$ cat src/rtl/kst_pkg.sv
package kst_pkg;

  localparam int unsigned KeyW  = 6;
  localparam int unsigned TimeW = 16;
  localparam int unsigned CharW = 8;
  localparam int unsigned ElapW = 10;
  localparam int unsigned CfgW  = 16;
  localparam int unsigned CfgIdxW = 2;

  localparam logic OP_TICK = 1'b0;
  localparam logic OP_KEY  = 1'b1;

  localparam logic [CfgIdxW-1:0] CFG_DELAY    = 2'd0;
  localparam logic [CfgIdxW-1:0] CFG_INTERVAL = 2'd1;

  localparam logic [CfgW-1:0] DELAY_RESET    = 16'd500;
  localparam logic [CfgW-1:0] INTERVAL_RESET = 16'd100;

  localparam logic [TimeW-1:0] TIME_MAX = {TimeW{1'b1}};

  typedef enum logic [2:0] {
    ST_UP       = 3'd0,
    ST_DOWN     = 3'd1,
    ST_PRESSED  = 3'd2,
    ST_RELEASED = 3'd3,
    ST_REPEAT   = 3'd4
  } key_st_e;

  typedef struct packed {
    key_st_e            st;
    logic [TimeW-1:0]   held;
    logic [CharW-1:0]   chr;
  } entry_t;

  typedef struct packed {
    logic               rd_en;
    logic [KeyW-1:0]    rd_addr;
    logic               wr_en;
    logic [KeyW-1:0]    wr_addr;
    entry_t             wr_data;
  } mem_req_t;

  typedef struct packed {
    logic               opcode;
    logic [ElapW-1:0]   elapsed_ms;
    logic [KeyW-1:0]    key_index;
    logic               is_press;
    logic [CharW-1:0]   key_char;
  } in_req_t;

  typedef struct packed {
    logic [KeyW-1:0]    repeat_key;
    logic [CharW-1:0]   repeat_char;
    logic               last;
  } out_req_t;

  // key event transition, unused codes behave as up
  function automatic key_st_e next_state(key_st_e s, logic press);
    key_st_e r;
    case (s)
      ST_DOWN:     r = press ? ST_REPEAT  : ST_RELEASED;
      ST_PRESSED:  r = press ? ST_DOWN    : ST_RELEASED;
      ST_REPEAT:   r = press ? ST_REPEAT  : ST_RELEASED;
      ST_RELEASED: r = press ? ST_PRESSED : ST_UP;
      default:     r = press ? ST_PRESSED : ST_UP;
    endcase
    return r;
  endfunction

endpackage

$ cat src/rtl/kst_key_mem.sv
module kst_key_mem import kst_pkg::*; #(
  parameter int unsigned Depth = 64,
  parameter int unsigned AddrW = 6
) (
  input  logic     clk_i,
  input  logic     rst_ni,
  input  mem_req_t req_i,
  output entry_t   rd_data_o
);

  logic [Depth-1:0] valid_q;
  entry_t           mem_q [Depth];
  entry_t           rd_data_q;

  // per-entry valid bits, an entry never written reads as up / zero / zero
  always_ff @(posedge clk_i or negedge rst_ni) begin
    if (!rst_ni) begin
      valid_q <= '0;
    end else if (req_i.wr_en) begin
      valid_q[req_i.wr_addr[AddrW-1:0]] <= 1'b1;
    end
  end

  always_ff @(posedge clk_i) begin
    if (req_i.wr_en) begin
      mem_q[req_i.wr_addr[AddrW-1:0]] <= req_i.wr_data;
    end
    if (req_i.rd_en) begin
      rd_data_q <= valid_q[req_i.rd_addr[AddrW-1:0]] ?
                   mem_q[req_i.rd_addr[AddrW-1:0]] : '0;
    end
  end

  assign rd_data_o = rd_data_q;

endmodule

$ cat src/rtl/key_state_autorepeat_tracker.sv
// key state tracker with typematic auto-repeat
//
// input channel (in_valid_i / in_ready_o / in_req_i) takes one request at a
// time: a key event or a time tick. a key event updates one key entry by a
// read and a write back; it never gives a result. an out of range key is
// dropped at once. a tick sweeps all NUM_KEYS entries through the key
// memory, one entry per cycle while the sweep is not paused, with read and
// write back overlapped.
// each repeating key gives one result on the output channel (out_valid_o /
// out_ready_i / out_req_o), in ascending key order; the last one of a tick
// carries last = 1. a result is held until the sweep finds the next repeat
// or ends, so its last flag is known before it is passed on. the sweep
// pauses while a new result finds both the held one and the output register
// full; it resumes as soon as the receiver takes a result. a new request is
// taken while a finished result still waits in the output register.
// reset clears all key entries to up with zero time and character (valid
// bits in the memory, no clearing sweep) and loads the repeat delay and
// interval defaults. configuration writes go through cfg_we_i while the
// block is idle; the user must keep to this, the block does not enforce it.
module key_state_autorepeat_tracker import kst_pkg::*; #(
  parameter int unsigned NUM_KEYS = 64
) (
  input  logic               clk_i,
  input  logic               rst_ni,
  input  logic               in_valid_i,
  output logic               in_ready_o,
  input  in_req_t            in_req_i,
  output logic               out_valid_o,
  input  logic               out_ready_i,
  output out_req_t           out_req_o,
  input  logic               cfg_we_i,
  input  logic [CfgIdxW-1:0] cfg_idx_i,
  input  logic [CfgW-1:0]    cfg_wdata_i
);

  localparam int unsigned AddrW = (NUM_KEYS > 1) ? $clog2(NUM_KEYS) : 1;
  localparam int unsigned CntW  = $clog2(NUM_KEYS + 1);

  typedef enum logic [1:0] {
    S_IDLE,
    S_KEY_WR,
    S_SCAN,
    S_FLUSH
  } fsm_e;

  fsm_e             state_q;
  logic [CntW-1:0]  issue_cnt_q;
  logic [AddrW-1:0] proc_idx_q;
  logic [ElapW-1:0] elapsed_q;
  logic [KeyW-1:0]  key_q;
  logic             press_q;
  logic [CharW-1:0] char_q;
  logic             pend_vld_q;
  logic [KeyW-1:0]  pend_key_q;
  logic [CharW-1:0] pend_char_q;
  logic             out_vld_q;
  out_req_t         out_q;
  logic [CfgW-1:0]  delay_q;
  logic [CfgW-1:0]  interval_q;

  mem_req_t         mem_req;
  entry_t           rd_data;

  logic             in_acc;
  logic             key_ok;
  logic             more;
  logic             out_free;
  logic             out_load;
  logic             stall;
  logic             fire;
  key_st_e          scan_st;
  logic [TimeW-1:0] scan_time;
  logic [TimeW:0]   time_sum;
  entry_t           scan_wr;
  entry_t           key_wr;

  kst_key_mem #(
    .Depth (NUM_KEYS),
    .AddrW (AddrW)
  ) u_mem (
    .clk_i     (clk_i),
    .rst_ni    (rst_ni),
    .req_i     (mem_req),
    .rd_data_o (rd_data)
  );

  // configuration registers, indexes past the list are ignored
  always_ff @(posedge clk_i or negedge rst_ni) begin
    if (!rst_ni) begin
      delay_q    <= DELAY_RESET;
      interval_q <= INTERVAL_RESET;
    end else if (cfg_we_i) begin
      case (cfg_idx_i)
        CFG_DELAY:    delay_q    <= cfg_wdata_i;
        CFG_INTERVAL: interval_q <= cfg_wdata_i;
        default: ;
      endcase
    end
  end

  assign in_ready_o = (state_q == S_IDLE);
  assign in_acc     = in_valid_i && in_ready_o;
  assign key_ok     = ({1'b0, in_req_i.key_index} < (KeyW + 1)'(NUM_KEYS));
  assign more       = (issue_cnt_q < CntW'(NUM_KEYS));
  assign out_free   = !out_vld_q || out_ready_i;

  // tick update of the entry coming out of the memory
  assign time_sum = {1'b0, rd_data.held} + (TimeW + 1)'(elapsed_q);

  always_comb begin
    scan_st   = ST_UP;
    scan_time = '0;
    case (rd_data.st)
      ST_PRESSED: begin
        scan_st   = ST_DOWN;
        scan_time = '0;
      end
      ST_RELEASED: begin
        scan_st   = ST_UP;
        scan_time = '0;
      end
      ST_DOWN, ST_REPEAT: begin
        scan_st   = rd_data.st;
        scan_time = time_sum[TimeW] ? TIME_MAX : time_sum[TimeW-1:0];
      end
      default: begin
        // up and unused codes keep counting as up
        scan_st   = ST_UP;
        scan_time = time_sum[TimeW] ? TIME_MAX : time_sum[TimeW-1:0];
      end
    endcase
  end

  assign fire = ((scan_st == ST_DOWN) && (scan_time > delay_q)) ||
                ((scan_st == ST_REPEAT) && (scan_time > interval_q));

  // sweep waits only when a new repeat finds nowhere to go
  assign stall = (state_q == S_SCAN) && fire && pend_vld_q && !out_free;

  // a held repeat moves to the output register
  assign out_load = ((state_q == S_SCAN) && fire && pend_vld_q && !stall) ||
                    ((state_q == S_FLUSH) && pend_vld_q && out_free);

  always_comb begin
    scan_wr.st   = fire ? ST_REPEAT : scan_st;
    scan_wr.held = fire ? '0 : scan_time;
    scan_wr.chr  = rd_data.chr;
    key_wr.st    = next_state(rd_data.st, press_q);
    key_wr.held  = rd_data.held;
    key_wr.chr   = char_q;
  end

  // memory request: read next entry while writing back the current one
  always_comb begin
    mem_req = '0;
    case (state_q)
      S_IDLE: begin
        mem_req.rd_en   = in_acc && ((in_req_i.opcode == OP_TICK) || key_ok);
        mem_req.rd_addr = (in_req_i.opcode == OP_TICK) ? '0 : in_req_i.key_index;
      end
      S_KEY_WR: begin
        mem_req.wr_en   = 1'b1;
        mem_req.wr_addr = key_q;
        mem_req.wr_data = key_wr;
      end
      S_SCAN: begin
        mem_req.rd_en   = !stall && more;
        mem_req.rd_addr = KeyW'(issue_cnt_q[AddrW-1:0]);
        mem_req.wr_en   = !stall;
        mem_req.wr_addr = KeyW'(proc_idx_q);
        mem_req.wr_data = scan_wr;
      end
      default: ;
    endcase
  end

  always_ff @(posedge clk_i or negedge rst_ni) begin
    if (!rst_ni) begin
      state_q     <= S_IDLE;
      issue_cnt_q <= '0;
      proc_idx_q  <= '0;
      elapsed_q   <= '0;
      key_q       <= '0;
      press_q     <= 1'b0;
      char_q      <= '0;
      pend_vld_q  <= 1'b0;
      pend_key_q  <= '0;
      pend_char_q <= '0;
      out_vld_q   <= 1'b0;
      out_q       <= '0;
    end else begin
      if (out_load) begin
        out_vld_q <= 1'b1;
      end else if (out_ready_i) begin
        out_vld_q <= 1'b0;
      end
      case (state_q)
        S_IDLE: begin
          if (in_acc) begin
            elapsed_q <= in_req_i.elapsed_ms;
            key_q     <= in_req_i.key_index;
            press_q   <= in_req_i.is_press;
            char_q    <= in_req_i.key_char;
            if (in_req_i.opcode == OP_TICK) begin
              issue_cnt_q <= CntW'(1);
              proc_idx_q  <= '0;
              state_q     <= S_SCAN;
            end else if (key_ok) begin
              state_q <= S_KEY_WR;
            end
          end
        end
        S_KEY_WR: begin
          state_q <= S_IDLE;
        end
        S_SCAN: begin
          if (!stall) begin
            if (fire) begin
              // a held repeat is now known not to be the last one
              if (pend_vld_q) begin
                out_q.repeat_key  <= pend_key_q;
                out_q.repeat_char <= pend_char_q;
                out_q.last        <= 1'b0;
              end
              pend_vld_q  <= 1'b1;
              pend_key_q  <= KeyW'(proc_idx_q);
              pend_char_q <= rd_data.chr;
            end
            if (more) begin
              proc_idx_q  <= issue_cnt_q[AddrW-1:0];
              issue_cnt_q <= issue_cnt_q + CntW'(1);
            end else begin
              state_q <= S_FLUSH;
            end
          end
        end
        S_FLUSH: begin
          if (!pend_vld_q) begin
            state_q <= S_IDLE;
          end else if (out_free) begin
            out_q.repeat_key  <= pend_key_q;
            out_q.repeat_char <= pend_char_q;
            out_q.last        <= 1'b1;
            pend_vld_q        <= 1'b0;
            state_q           <= S_IDLE;
          end
        end
        default: begin
          state_q <= S_IDLE;
        end
      endcase
    end
  end

  assign out_valid_o = out_vld_q;
  assign out_req_o   = out_q;

  // no repeat may be left behind once the block takes new requests
  a_idle_no_pend: assert property (@(posedge clk_i) disable iff (!rst_ni)
    in_ready_o |-> !pend_vld_q)
    else $error("repeat still held while idle");

  // write back and next read never hit the same entry
  a_no_rw_clash: assert property (@(posedge clk_i) disable iff (!rst_ni)
    (mem_req.rd_en && mem_req.wr_en) |-> (mem_req.rd_addr != mem_req.wr_addr))
    else $error("memory read and write on the same entry");

  // a paused sweep keeps its place
  a_stall_holds: assert property (@(posedge clk_i) disable iff (!rst_ni)
    stall |=> (state_q == S_SCAN) && $stable(proc_idx_q) && $stable(issue_cnt_q))
    else $error("sweep moved while paused");

  // a result leaving the sweep always finds the output register free
  a_out_load_free: assert property (@(posedge clk_i) disable iff (!rst_ni)
    (state_q == S_SCAN && fire && pend_vld_q && !stall) |-> out_free)
    else $error("result overwrote waiting output");

endmodule

$ cat config.mk
export PLATFORM = sky130hd
export DESIGN_NAME = key_state_autorepeat_tracker
export DESIGN_NICKNAME = d
export VERILOG_FILES = /design/src/rtl/kst_pkg.sv /design/src/rtl/kst_key_mem.sv /design/src/rtl/key_state_autorepeat_tracker.sv
export SDC_FILE = /design/constraint.sdc
export NUM_CORES = 2
export LEC_CHECK = 0
export BUFFER_PORTS_ARGS = -buffer_cell sky130_fd_sc_hd__buf_2
export CAP_MARGIN = 20
export CORE_MARGIN = 1
export CORE_UTILIZATION = 30
export DETAILED_ROUTE_END_ITERATION = 8
export PLACE_DENSITY_LB_ADDON = 0.25
export REMOVE_ABC_BUFFERS = 1
export SETUP_SLACK_MARGIN = 0.2
export SLEW_MARGIN = 20
export SYNTH_ARGS = -nofsm -noshare
export SYNTH_HDL_FRONTEND = slang
export SYNTH_HIERARCHICAL = 1
export SYNTH_SLANG_ARGS = --single-unit
$ cat constraint.sdc
create_clock -name clk_i -period 8.25 [get_ports clk_i]
set_clock_uncertainty 0.05 [all_clocks]
set_input_delay 0.825 -clock clk_i [delete_from_list [all_inputs] [get_ports clk_i]]
set_output_delay 0.825 -clock clk_i [all_outputs]
set_load 0.02 [all_outputs]
==> results by group <==
Run status
  – Result of the run: finished, final reports clean

Layout
  – Most frequent cells in the layout: 1755 x sky130_fd_sc_hd__edfxtp_1, 413 x sky130_fd_sc_hd__mux4_2, 217 x sky130_fd_sc_hd__a22oi_1
  – Total non-filler cell area in the finished layout: 0.0875 mm^2
  – Layout cells sized above 1: 29.2%
  – Layout area overhead: 16.4%
  – Total number of nets in the final design: slightly below 4000
  – Filler cell count: between 20000 and 25000
  – Most common library cell in the layout ignoring fill and taps: sky130_fd_sc_hd__edfxtp_1

Hold path
  – Worst min-delay path category: input port to flip-flop
  – Hold_sp: cfg_wdata_i[3]
  – Worst Hold Endpoint: delay_q[3]
  – Count of cells along the worst hold path: 3

Logic synthesis
  – Synthesized instance count: roughly 3600
  – Count of flip-flops with a built-in enable after synthesis: around 1800
  – Post-synthesis sequential element count: 1922
  – Share of synthesized registers carrying an async set or reset: 8.69%
  – Dominant combinational cell family by area after synthesis: multiplexers
  – Post-synthesis share of cell area spent on full adders, half adders and majority gates: 0.809%
  – Fraction of the mapped netlist area in simple logic gates: 2.36%
  – Synthesized-area fraction occupied by ao, oa, aoi and oai cells: 4.61%
  – Multiplexer share of the synthesized area: 14.8%
  – Leading register cell type out of synthesis: sky130_fd_sc_hd__edfxtp_1
  – Synth warnings: 6
  – Post-synth cell types: 75
  – Cell Area, Synth: roughly 0.075 mm^2
  – Sequential-to-total area share from yosys stat: 75.7%
  – Xor and xnor fraction of the mapped netlist area: less than 1%
  – Average size of a mapped cell: about 21 um^2

Global route
  – Overall track demand over capacity in global routing: 17.0%
  – Vias in the first global route: 38100
  – Global-route wire length before repair: 302000 um
  – Pin count of the biggest net entering global routing: around 80
  – Initial antenna violation count: 11
  – Leftover overflow at the end of global routing: 0

CTS
  – Maximum level of the CTS H-tree: 4
  – TritonCTS clock tree: done
  – Clock-pin slew on the worst setup and hold paths: around 60 ps
  – Clock root buffer master: sky130_fd_sc_hd__clkbuf_16
  – Clock tree buffer depth: 3
  – Sink Count: 1922
  – Insertion delay to the later sink of the worst-skew pair: 850 ps
  – Number of clock buffers inserted by TritonCTS: a little over 200

Floorplanning
  – Std-Cell Core Area: 0.249 mm^2
  – Die Width: 503 um
  – Die Height: 503 um
  – Row cnt: 183
  – Top-Level Pins: 66
  – Initial Utilization: 30.2%
  – Total die area: 0.253 mm^2

Flow run
  – Max Cap Viol: 0

STA
  – Clock period minus worst slack: 7430 ps
  – Count of endpoints failing setup in the final report: 0
  – Worst hold-check slack: 153 ps
  – Summed negative setup slack over all endpoints: 0 ps
  – Setup repair after global routing missed its margin: false
  – Highest attainable clock frequency: 0.135 GHz
  – Final worst path period share: 90.0%
  – Worst-case headroom to the max-slew limit: 23.4%
  – Max-slew violation count: 0
  – Tightest Pin Transition: about 1100 ps
  – Hold Violations, Final: 0

Place
  – Input/output buffers: 65
  – Routability congestion estimate from global placement: roughly 0.8
  – Dpl hpwl: between 100000 and 150000 um
  – Area post-placement: 0.0806 mm^2

Worst setup path
  – R2R Path Start: u_mem/rd_data_o[8]
  – Worst setup slack for register-to-register paths: approximately 820 ps
  – Critical Path AT: 7920 ps
  – Critical Path Start Type: flip-flop
  – Reg-to-Reg End: u_mem/mem_q[59][18]
  – Maximum fanout along the worst path: 21
  – Critical path start-end classification: flip-flop to flip-flop
  – Required time reported for the critical path endpoint: 8740 ps
  – Endpoint type of the worst setup path: flip-flop
  – Length in cells of the worst reg-to-reg path: 21

Route
  – DRC: 0
  – Routed length on met3: between 10000 and 15000 um
  – Violation count after the first detailed-route iteration: 3708
  – Iteration count of the initial detailed-routing pass: 6
  – Via total after detailed routing: 37700
  – Routed wl met2: 101000 um
  – Vias per cell: 5.14
  – Number of routed nets with antenna violations: 0
  – Uppermost signal routing layer after detailed routing: met5
  – Total length of routed wires: between 200000 and 250000 um
  – M1 wire length: 94200 um
  – Drt wl/cell: around 30 um

Power and ir drop
  – Maximum resistive drop on vdd: 230 uV
  – Leakage power: 28.1 nW
  – Power per cell area: 359 mW/mm^2
metrics by stage:
stage	setup slack [ps]	std cells	total power, mW	util, %
after global routing	293	7322	32.7	35.2
after floorplan	-14070	3421	18.5	-
after CTS	834	7315	31.7	35.1
after detailed placement	894	6938	22.5	32.4
after global placement	934	6932	22.4	32.3
final	821	7330	31.4	35.2
per-layer routing:
layer / global-route usage [%] / up-vias
met1: 23.8 / 20600
met3: 3.01 / 277
li1: - / 15600
met5: 0 / -
met4: 5.29 / 4
met2: 26.7 / 1199
cells in the mapped netlist, drive strengths merged (3+ instances only):
cell type  count  share of area [%]
or2           67               0.56
edfxtp      1755                 70
mux2          77                1.2
nand2         74               0.37
o211ai         9              0.090
a211oi         3              0.030
and2           7              0.058
ha            47               0.78
dfstp          9               0.31
nand2b        12               0.10
nand3b         5              0.050
nor3           5              0.040
nor2b         11              0.092
inv           42               0.21
dfrtp        158                5.3
nor4          28               0.25
mux2i          9               0.12
or3            3              0.025
clkbuf        89               0.45
xnor2          9               0.10
a22o          28               0.33
a41oi          3              0.035
a31oi          9              0.095
nor2          99               0.49
a21o           4              0.040
o21ai         41               0.28
mux4         445                 13
a22oi        217                2.2
a41o           3              0.040
xor2           3              0.035
o21bai         3              0.030
buf          114               0.93
nand4         14               0.12
o22ai          8              0.067
nand3         12              0.080
a21oi        168                1.1
sequential cells by signal, summed over array words and instances (netlist names), 8 cells and up:
| signal | count |
|---|---|
| char_q | 8 |
| pend_char_q | 8 |
| u_mem/valid_q | 64 |
| delay_q | 16 |
| elapsed_q | 10 |
| u_mem/mem_q | 1728 |
| u_mem/rd_data_o | 27 |
| out_req_o | 15 |
| interval_q | 16 |
layout make-up:
type	count	area, um^2	area share, %
Multi-Input combinational cell	1457	17800	20.4
Tap cell	3330	4170	4.76
Sequential cell	1922	56900	65.0
Clock inverter	111	1160	1.33
Timing Repair Buffer	195	1760	2.01
Antenna cell	8	20.0	0.0229
Inverter	42	158	0.180
Clock buffer	265	5550	6.34
what timing repair did:
item,4_1_cts,5_1_grt
gates resized for setup,0,0
buffers inserted,0,0
endpoints found under the hold margin,65,0
hold buffers,1,0
where the power goes:
part,internal [mW],leakage (nW),total (mW),switching [mW]
Combinational,3.27,6.58,9.42,6.15
Sequential,12.5,18.3,12.8,0.289
Clock,5.42,3.26,9.22,3.80
critical path, cell delays in order (launching register included):
cell	delay [ps]
sky130_fd_sc_hd__edfxtp_1	360
sky130_fd_sc_hd__ha_1	220
sky130_fd_sc_hd__fa_1	230
sky130_fd_sc_hd__a21oi_1	110
sky130_fd_sc_hd__o22ai_1	310
sky130_fd_sc_hd__o21bai_1	130
sky130_fd_sc_hd__a211oi_1	510
sky130_fd_sc_hd__inv_1	250
sky130_fd_sc_hd__a21oi_1	380
sky130_fd_sc_hd__ha_1	330
sky130_fd_sc_hd__a21oi_1	150
sky130_fd_sc_hd__o21ai_0	120
sky130_fd_sc_hd__a221oi_1	520
sky130_fd_sc_hd__a31oi_4	180
sky130_fd_sc_hd__nor2_1	130
sky130_fd_sc_hd__buf_4	200
sky130_fd_sc_hd__o21ai_0	110
sky130_fd_sc_hd__nand2_1	350
sky130_fd_sc_hd__nor2b_1	320
sky130_fd_sc_hd__nand3_1	770
sky130_fd_sc_hd__nor2_4	1050
sky130_fd_sc_hd__buf_4	310
worst max path at each step:
stage                       start                   to  slack, ps  depth (start not counted)
2_1_floorplan         in_req_i[9]   u_mem/rd_data_o[0]     -14070                          6
3_3_place_gp   u_mem/rd_data_o[8]  u_mem/mem_q[59][15]        930                         22
3_5_place_dp   u_mem/rd_data_o[8]   u_mem/mem_q[59][6]        890                         22
4_1_cts        u_mem/rd_data_o[8]  u_mem/mem_q[59][18]        830                         22
5_1_grt        u_mem/rd_data_o[8]  u_mem/mem_q[59][15]        290                         21
6_report       u_mem/rd_data_o[8]  u_mem/mem_q[59][18]        820                         21
logic make-up (layout without fill, tap and decap cells):
family / count (synthesis) / count (layout)
flip-flops: 1922 / 1922
multiplexers: 531 / 531
AO/OA/AOI/OAI: 518 / 518
XOR/XNOR: 12 / 12
other: 0 / 8
buffers and inverters: 245 / 613
AND/OR/NAND/NOR: 348 / 348
adder cells (fa/ha/maj): 48 / 48
(Power assumes the default switching activity.)
